===== src/design/arnsf_pkg.sv =====
// Shared types and constants for the autoregressive noise synthesis filter.
// Used by every module of the block; no dependencies.
`timescale 1ns / 1ps

package arnsf_pkg;

  localparam int MAX_ORDER     = 6;
  localparam int SAMPLE_BITS   = 16;
  localparam int COEF_BITS     = 16;
  localparam int COEF_FRAC     = 12;
  localparam int ORDER_BITS    = 3;
  localparam int CNT_BITS      = 3;
  localparam int IDX_BITS      = 3;
  localparam int HIST_IDX_BITS = $clog2(MAX_ORDER);
  localparam int PROD_BITS     = SAMPLE_BITS + COEF_BITS;
  localparam int ACC_BITS      = PROD_BITS + $clog2(MAX_ORDER + 2);

  localparam logic [CNT_BITS-1:0] WARMUP_MAX = '1;

  typedef logic signed [SAMPLE_BITS-1:0] sample_t;
  typedef logic signed [COEF_BITS-1:0]   coef_t;
  typedef sample_t [MAX_ORDER-1:0]       sample_vec_t;
  typedef coef_t   [MAX_ORDER-1:0]       coef_vec_t;

  typedef struct packed {
    logic [ORDER_BITS-1:0] order;
    coef_vec_t             coef;
  } filt_cfg_t;

  typedef enum logic [IDX_BITS-1:0] {
    REG_ORDER,
    REG_COEF_A,
    REG_COEF_B,
    REG_COEF_C,
    REG_COEF_D,
    REG_COEF_E,
    REG_COEF_F
  } reg_index_t;

endpackage


===== src/design/arnsf_mac.sv =====
// Single-pass filter arithmetic: parallel products, sum, rounding, saturation,
// and warm-up pass-through. Depends on arnsf_pkg.
`timescale 1ns / 1ps

module arnsf_mac import arnsf_pkg::*; (
  input  sample_t               innovation,
  input  logic                  restart,
  input  logic [CNT_BITS-1:0]   warmup_count,
  input  sample_vec_t           history,
  input  filt_cfg_t             cfg,
  output sample_t               noise_sample,
  output logic                  clipped
);

  localparam int Q_BITS = ACC_BITS - COEF_FRAC;
  localparam logic signed [Q_BITS-1:0] SAT_HI = Q_BITS'(2 ** (SAMPLE_BITS - 1) - 1);
  localparam logic signed [Q_BITS-1:0] SAT_LO = Q_BITS'(-(2 ** (SAMPLE_BITS - 1)));

  logic signed [PROD_BITS-1:0] prod [MAX_ORDER];
  logic signed [ACC_BITS-1:0]  acc;
  logic signed [ACC_BITS-1:0]  acc_rnd;
  logic signed [Q_BITS-1:0]    q;
  logic                        warm;

  always_comb begin
    warm = restart ||
           ({1'b0, warmup_count} < ({1'b0, cfg.order} + (CNT_BITS + 1)'(1)));
    acc = ACC_BITS'(innovation) <<< COEF_FRAC;
    for (int i = 0; i < MAX_ORDER; i++) begin
      if (ORDER_BITS'(i) < cfg.order) begin
        prod[i] = $signed(cfg.coef[i]) * $signed(history[i]);
      end else begin
        prod[i] = '0;
      end
      acc = acc + ACC_BITS'(prod[i]);
    end
    acc_rnd = acc + ACC_BITS'(2 ** (COEF_FRAC - 1));
    q = Q_BITS'(acc_rnd >>> COEF_FRAC);

    clipped = 1'b0;
    priority if (warm) begin
      noise_sample = innovation;
    end else if (q > SAT_HI) begin
      noise_sample = SAMPLE_BITS'(SAT_HI);
      clipped      = 1'b1;
    end else if (q < SAT_LO) begin
      noise_sample = SAMPLE_BITS'(SAT_LO);
      clipped      = 1'b1;
    end else begin
      noise_sample = SAMPLE_BITS'(q);
    end
  end

endmodule


===== config.mk =====
export PLATFORM = sky130hd
export DESIGN_NAME = arnsf_mac
export DESIGN_NICKNAME = d
export VERILOG_FILES = /design/src/design/arnsf_pkg.sv /design/src/design/arnsf_mac.sv
export SDC_FILE = /design/constraint.sdc
export NUM_CORES = 2
export LEC_CHECK = 0
export BUFFER_PORTS_ARGS = -buffer_cell sky130_fd_sc_hd__buf_2
export CORE_MARGIN = 4
export CORE_UTILIZATION = 60
export DETAILED_ROUTE_END_ITERATION = 8
export GPL_ROUTABILITY_DRIVEN = 0
export PLACE_DENSITY = 0.86
export SYNTH_ARGS = -nofsm -noshare
export SYNTH_HDL_FRONTEND = slang
export SYNTH_SLANG_ARGS = --single-unit
export TNS_END_PERCENT = 100

===== constraint.sdc =====
create_clock -name vclk -period 37.6
set_clock_uncertainty 0.2 [all_clocks]
set_input_delay 5.64 -clock vclk [all_inputs]
set_output_delay 5.64 -clock vclk [all_outputs]
set_load 0.05 [all_outputs]

==> results.ini <==
[route]
drtAntennaViolNets=0
wirelength_microns=169000
viasPerCell=5.67
drt_iter0_drc=3782
wire_per_inst_microns=19.5
drc=0
vias=49100
firstDrtPassIters=6

[layout]
nFillCells=8476
final_area_sq_um=66900
n_clock_buffer=0
multi_input_area_sq_um=56500
nNetsFinal=9728
drive_above_1_share_pct=3.89
area_delta_synth_final_pct=3.39
design.seq.count=0
seqCellArea_sq_um=0

[setup_path]
crit_path_frequent_cell=fa_1
path_class=in2out
crit_buf_inv=8
cp.required_ps=31760
slowest_delay_ps=800
end_kind=primary output
crit_fanout=16
arrival_ps=17740
start_kind=primary input
slowest_stage=a2111oi_0
cp_top_family=adder cells

[timing]
rsz0062_at_grt=no
period_share_pct=62.7
finalSetupTns_ps=0
relSlewSlack_pct=32.0
slew_viol_final=0
tightest_slew_ps=1020
fmax_mhz=42.4
fin_crit_ps=23580
hold_violations=0
setup_viol=0

[grt]
grt_pass1_wl_microns=278000
grt_start_max_net_pins=36
grt.overflow.total=0
grt_antenna_before_repair=17
grt_pass1_vias=54300
grt_use_total_pct=31.0

[die]
pin_count=232
core_sq_um=107000
start_util_pct=60.4
die_height_microns=336
rows=120
die-area_sq_um=113000
die_x_microns=336

[run]
cap_violations=0

[worst_hold_path]
hp-class=in2out

[run_status]
status=finished clean

[yosys]
synth_top_area_share_pct=53.3
synth.net_count=9702
ys_seq_area_share_pct=0
yosys_warnings=0
synth_top_area_cell=fa_1
ys_top_cells_by_area=fa_1, inv_1, ha_1
netlist_area_sq_um=64700
syn-mean-instance-area_sq_um=8.94
yosys-top-cells-count=inv_1, fa_1, nand2_1
synthDistinctLibCells=77
netlist_instances=7230
synth.most_common_cell=inv_1

[clocking]
holdBufCountCts=0
postCtsResizedCells=0
cts_setup_buffers=0

[placed_design]
dp_hpwl_microns=145000
dpl_cell_area_sq_um=66800
numPortBuffers=232

per-layer routing:
metal | part of all wire, % | GRT usage (%)
met5 | 0.068 | 0
met4 | 4.2 | 10.7
met3 | 12 | 8.73
met1 | 36 | 39.2
met2 | 48 | 51.5
metrics by stage:
| step | hold slack, ps | utilization, % | instances | setup slack [ps] |
|---|---|---|---|---|
| 4_1_cts | 11510 | 62.4 | 8657 | 14290 |
| 3_3_place_gp | 11510 | 62.4 | 8657 | 14700 |
| 5_1_grt | 11520 | 62.4 | 8662 | 13440 |
| 2_1_floorplan | 11330 | - | 7230 | 15210 |
| 3_5_place_dp | 11510 | 62.4 | 8657 | 14350 |
| 6_report | 11510 | 62.5 | 8667 | 14020 |
cell type report:
cell class / count / area share, %
tap: 1403 / 2.63
antenna: 10 / 0.0374
multi-input combinational: 5063 / 84.5
timing repair buffer: 242 / 1.85
inverter: 1949 / 10.9
path summary, 6_finish.rpt:
| check | start | to | slack (ps) | cells past startpoint |
|---|---|---|---|---|
| hold / removal | innovation[2] | noise_sample[2] | 11510 | 4 |
| setup / recovery | cfg[55] | noise_sample[4] | 14020 | 39 |
kinds of logic after synthesis:
group,count (synthesis),share of synthesized area [%]
compound gates,486,5.00
fa+ha+maj,2257,63.7
simple gates,2111,15.9
xor+xnor,201,2.75
mux,8,0.124
buf+inv,2167,12.6
cells in the final DEF (no fill, tap or decap), types with 44 or more instances in the layout:
master / synthesis / layout
a21o_1: 83 / 83
a21oi_1: 117 / 117
and2_1: 659 / 659
buf_2: 0 / 232
fa_1: 1722 / 1722
ha_1: 535 / 535
inv_1: 1946 / 1946
nand2_1: 971 / 971
nand2b_1: 72 / 72
nand3_1: 51 / 51
nor2_1: 190 / 189
nor3_1: 44 / 44
o21ai_0: 92 / 92
xnor2_1: 147 / 147
xor2_1: 53 / 53
Power is left out: the tool's default activity adds up to more than one toggle a clock period on the data nets, which glitch-free logic cannot reach.
