$ cat config.mk
export PLATFORM = sky130hd
export DESIGN_NAME = arnsf_cfg_regs
export DESIGN_NICKNAME = d
export VERILOG_FILES = /design/src/design/arnsf_pkg.sv /design/src/design/arnsf_cfg_regs.sv
export SDC_FILE = /design/constraint.sdc
export NUM_CORES = 1
export LEC_CHECK = 0
export BUFFER_PORTS_ARGS = -buffer_cell sky130_fd_sc_hd__buf_2
export CORE_ASPECT_RATIO = 2
export CORE_UTILIZATION = 46
export DETAILED_ROUTE_END_ITERATION = 16
export PLACE_DENSITY = 0.84
export REMOVE_ABC_BUFFERS = 1
export SYNTH_ARGS = -nofsm -noshare
export SYNTH_HDL_FRONTEND = slang
export SYNTH_SLANG_ARGS = --single-unit
$ cat constraint.sdc
create_clock -name clk -period 1.6 [get_ports clk]
set_input_delay 0.16 -clock clk [delete_from_list [all_inputs] [get_ports clk]]
set_output_delay 0.16 -clock clk [all_outputs]
set_load 0.1 [all_outputs]
$ cat src/design/arnsf_pkg.sv
// Shared types and constants for the autoregressive noise synthesis filter.
// Used by every module of the block; no dependencies.
`timescale 1ns / 1ps

package arnsf_pkg;

  localparam int MAX_ORDER     = 6;
  localparam int SAMPLE_BITS   = 16;
  localparam int COEF_BITS     = 16;
  localparam int COEF_FRAC     = 12;
  localparam int ORDER_BITS    = 3;
  localparam int CNT_BITS      = 3;
  localparam int IDX_BITS      = 3;
  localparam int HIST_IDX_BITS = $clog2(MAX_ORDER);
  localparam int PROD_BITS     = SAMPLE_BITS + COEF_BITS;
  localparam int ACC_BITS      = PROD_BITS + $clog2(MAX_ORDER + 2);

  localparam logic [CNT_BITS-1:0] WARMUP_MAX = '1;

  typedef logic signed [SAMPLE_BITS-1:0] sample_t;
  typedef logic signed [COEF_BITS-1:0]   coef_t;
  typedef sample_t [MAX_ORDER-1:0]       sample_vec_t;
  typedef coef_t   [MAX_ORDER-1:0]       coef_vec_t;

  typedef struct packed {
    logic [ORDER_BITS-1:0] order;
    coef_vec_t             coef;
  } filt_cfg_t;

  typedef enum logic [IDX_BITS-1:0] {
    REG_ORDER,
    REG_COEF_A,
    REG_COEF_B,
    REG_COEF_C,
    REG_COEF_D,
    REG_COEF_E,
    REG_COEF_F
  } reg_index_t;

endpackage

$ cat src/design/arnsf_cfg_regs.sv
// Configuration register file: filter order (stored clamped) and coefficients.
// Depends on arnsf_pkg.
`timescale 1ns / 1ps

module arnsf_cfg_regs import arnsf_pkg::*; (
  input  logic                   clk,
  input  logic                   rst,
  input  logic                   cfg_valid,
  output logic                   cfg_ready,
  input  logic [IDX_BITS-1:0]    cfg_index,
  input  logic [COEF_BITS-1:0]   cfg_data,
  output filt_cfg_t              cfg
);

  logic [ORDER_BITS-1:0] order_next;

  assign cfg_ready = 1'b1;

  always_comb begin
    order_next = cfg_data[ORDER_BITS-1:0];
    if (order_next == '0) begin
      order_next = ORDER_BITS'(1);
    end else if (order_next > ORDER_BITS'(MAX_ORDER)) begin
      order_next = ORDER_BITS'(MAX_ORDER);
    end
  end

  always_ff @(posedge clk) begin
    if (rst) begin
      cfg.order <= ORDER_BITS'(1);
      cfg.coef  <= '0;
    end else if (cfg_valid && cfg_ready) begin
      if (cfg_index == REG_ORDER) begin
        cfg.order <= order_next;
      end else if (cfg_index >= REG_COEF_A && cfg_index <= REG_COEF_F) begin
        cfg.coef[HIST_IDX_BITS'(cfg_index - IDX_BITS'(REG_COEF_A))] <= cfg_data;
      end
    end
  end

endmodule

==> results.cfg <==
[placement]
dp_hpwl_mm = 7.20
port-buffer-count = 120
dp_cells = 587
place.gp.congestion = 0.802

[timing]
drv_slew = 0
fmax_ghz = 0.636
setup_viol = 0
tightest_slew_ns = 0.527
setup_tns_ns = 0
finalHoldViolations = 0
relSlewSlack = 0.651
fin_crit_sh = 0.982
finalCriticalPeriod_ns = 1.57
skew_ns = 0

[clock_network]
cts-root-to-sink-buffers = 2
cts_tree = built
clkTransAtPathRegs_ns = 0.06
cts.sinks = 99
insertion_delay_ns = 0.33
cts_made_buffers = 9
htree_levels = 3
cts_hold_buf = 0
cts_root_buf = clkbuf_16

[routing]
viasPerCell = 4.97
drtAntennaViolNets = 0
avgRoutedWirePerCell_um = 16.4
vias = 3030
drc = 0
dr.pass1.iters = 4
finalWirelength_mm = 10.0
initialDrtViolationCount = 103

[yosys]
ys_warn_count = 0
synth-seq-cells = 99
synthCells = 363
synthTopCellsByArea = dfxtp_1, mux2i_1, nand2b_1
synth_area_per_cell_um2 = 11.2
ys.flop_type = dfxtp_1
synth_area_leader_cell = dfxtp_1
synth_area_um2 = 4070
ys_seq_area_frac = 0.487
synth_most_common_cell = nand2b_1
synth_enable_flop_cells = 0
ys_async_sr_fraction = 0
yosys.cell_types.count = 25
synth_common_cells = nand2b_1, dfxtp_1, mux2i_1
synth_top_area_frac = 0.487

[floorplan]
core_area_um2 = 8590
rows = 48
die_x_um = 68.5
dieArea_um2 = 9260
dieHeight_um = 135
start_util = 0.474
io_pins = 122

[worst_setup_path]
startpoint_type = primary input
worstPathRequired_ns = 1.85
critical_path_class = primary input to flip-flop
worst-path-max-fanout = 7
cp.arrival_ns = 1.82
end_kind = flip-flop

[power]
peakVddDrop_mv = 0.760
power.total_w = 0.00543
swShare = 0.272
pwr_density_cell_nw_per_um2 = 1020
seqPwrFrac = 0.468
comb_power_share = 0.152
p_int_w = 0.00395
leakage_nw = 2.42
clock_power_share = 0.380
switchingPower_w = 0.00148

[global_routing]
grt_overflow = 0
antenna_found_initial = 0
grt_usage = 0.224
grt_pass1_wl_mm = 15.1
grt_pass1_vias = 3062
grt_start_max_net_pins = 57

[status]
status = finished, final reports clean

[run]
drv_cap = 0

[final_layout]
largest_reg_flops = 99
num-fill-cells = 711
num_antenna_cells = 0
fin_cells = 610
syn_to_final_growth_pct = 31.2
final_core_util = 0.622
regMostFlops = cfg
drive_above_1_share = 0.355
reg_top3 = cfg (99)
final_nets = 532

[min_path]
hold_class = primary input to flip-flop
## logic make-up (layout without fill, tap and decap cells)
family | count (synthesis) | after routing | share of synthesized area
compound gates | 5 | 5 | 0.00707
buf+inv | 24 | 171 | 0.0390
mux | 98 | 98 | 0.241
fa+ha+maj | 4 | 4 | 0.0123
other cells | 1 | 1 | 0.000921
flops | 99 | 99 | 0.487
simple gates | 132 | 132 | 0.213
## cell usage in the layout (no fill, tap or decap), types with 2 or more instances in the layout
cell,count
a21oi_2,2
buf_12,7
buf_2,120
buf_4,20
buf_6,7
clkbuf_1,3
clkbuf_16,9
clkinv_2,2
dfxtp_1,99
ha_1,3
mux2i_1,96
mux2i_2,2
nand2_1,2
nand2b_1,114
nor2_1,4
nor3_4,2
nor4b_4,2
o21ai_0,2
or4_4,2
## worst paths after layout
check / start / endpoint / slack (ns) / cells after the start
hold / removal: cfg_data[0] / cfg[96]$_SDFFE_PP1P_ / 0.14 / 3
setup / recovery: cfg_index[1] / cfg[16]$_SDFFE_PP0P_ / 0.03 / 9
setup reg to reg: cfg[16]$_SDFFE_PP0P_ / cfg[16]$_SDFFE_PP0P_ / 0.92 / 2
hold reg to reg: cfg[21]$_SDFFE_PP0P_ / cfg[21]$_SDFFE_PP0P_ / 0.47 / 2
## timing repair
item,CTS,global route
pin swaps,3,6
setup endpoints to repair,65,63
cloned,0,1
gates resized for setup,1,16
buffers inserted,4,4
hold endpoints to repair,0,0
## per-stage QoR
step                worst slack [ns]  hold slack (ns)  cell area, um^2
finish                        0.0289            0.137             5350
global route                 -0.0139            0.137             5350
CTS                          0.00764            0.124             5240
detailed placement            -0.619            0.457             4940
global placement              -0.472            0.446             4940
floorplan                      -2.03            0.232             3920
## worst max-delay path: stages
cell and delay (ns):
buf_2 0.10, inv_1 0.10, ha_2 0.22, and2_1 0.17, a21oi_2 0.10, buf_4 0.16
nor4b_4 0.34, buf_6 0.21, mux2i_1 0.24
## metal layers
metal,wire length [um],global-route usage,up-vias
met2,5540,0.394,80
met1,3770,0.235,1445
met3,360,0.0397,17
li1,-,-,1488
met5,0,0,-
met4,329,0.130,0
## cell type report
cell class / instances / area, um^2 / share of cell area
multi-input combinational: 240 / 1980 / 0.371
sequential: 99 / 1980 / 0.371
timing repair buffer: 154 / 970 / 0.181
clock buffer: 12 / 236 / 0.0442
tap: 100 / 125 / 0.0234
clock inverter: 3 / 40.0 / 0.00749
inverter: 2 / 7.51 / 0.00140
## power by group through the flow
stage          clock network, W  logic (W)  registers (W)
2_1_floorplan                 0   0.000214        0.00295
3_3_place_gp                  0   0.000776        0.00259
3_5_place_dp                  0   0.000791        0.00260
4_1_cts                 0.00211   0.000796        0.00254
5_1_grt                 0.00220   0.000857        0.00254
6_report                0.00207   0.000823        0.00254
Power figures use the tool's default switching activity.
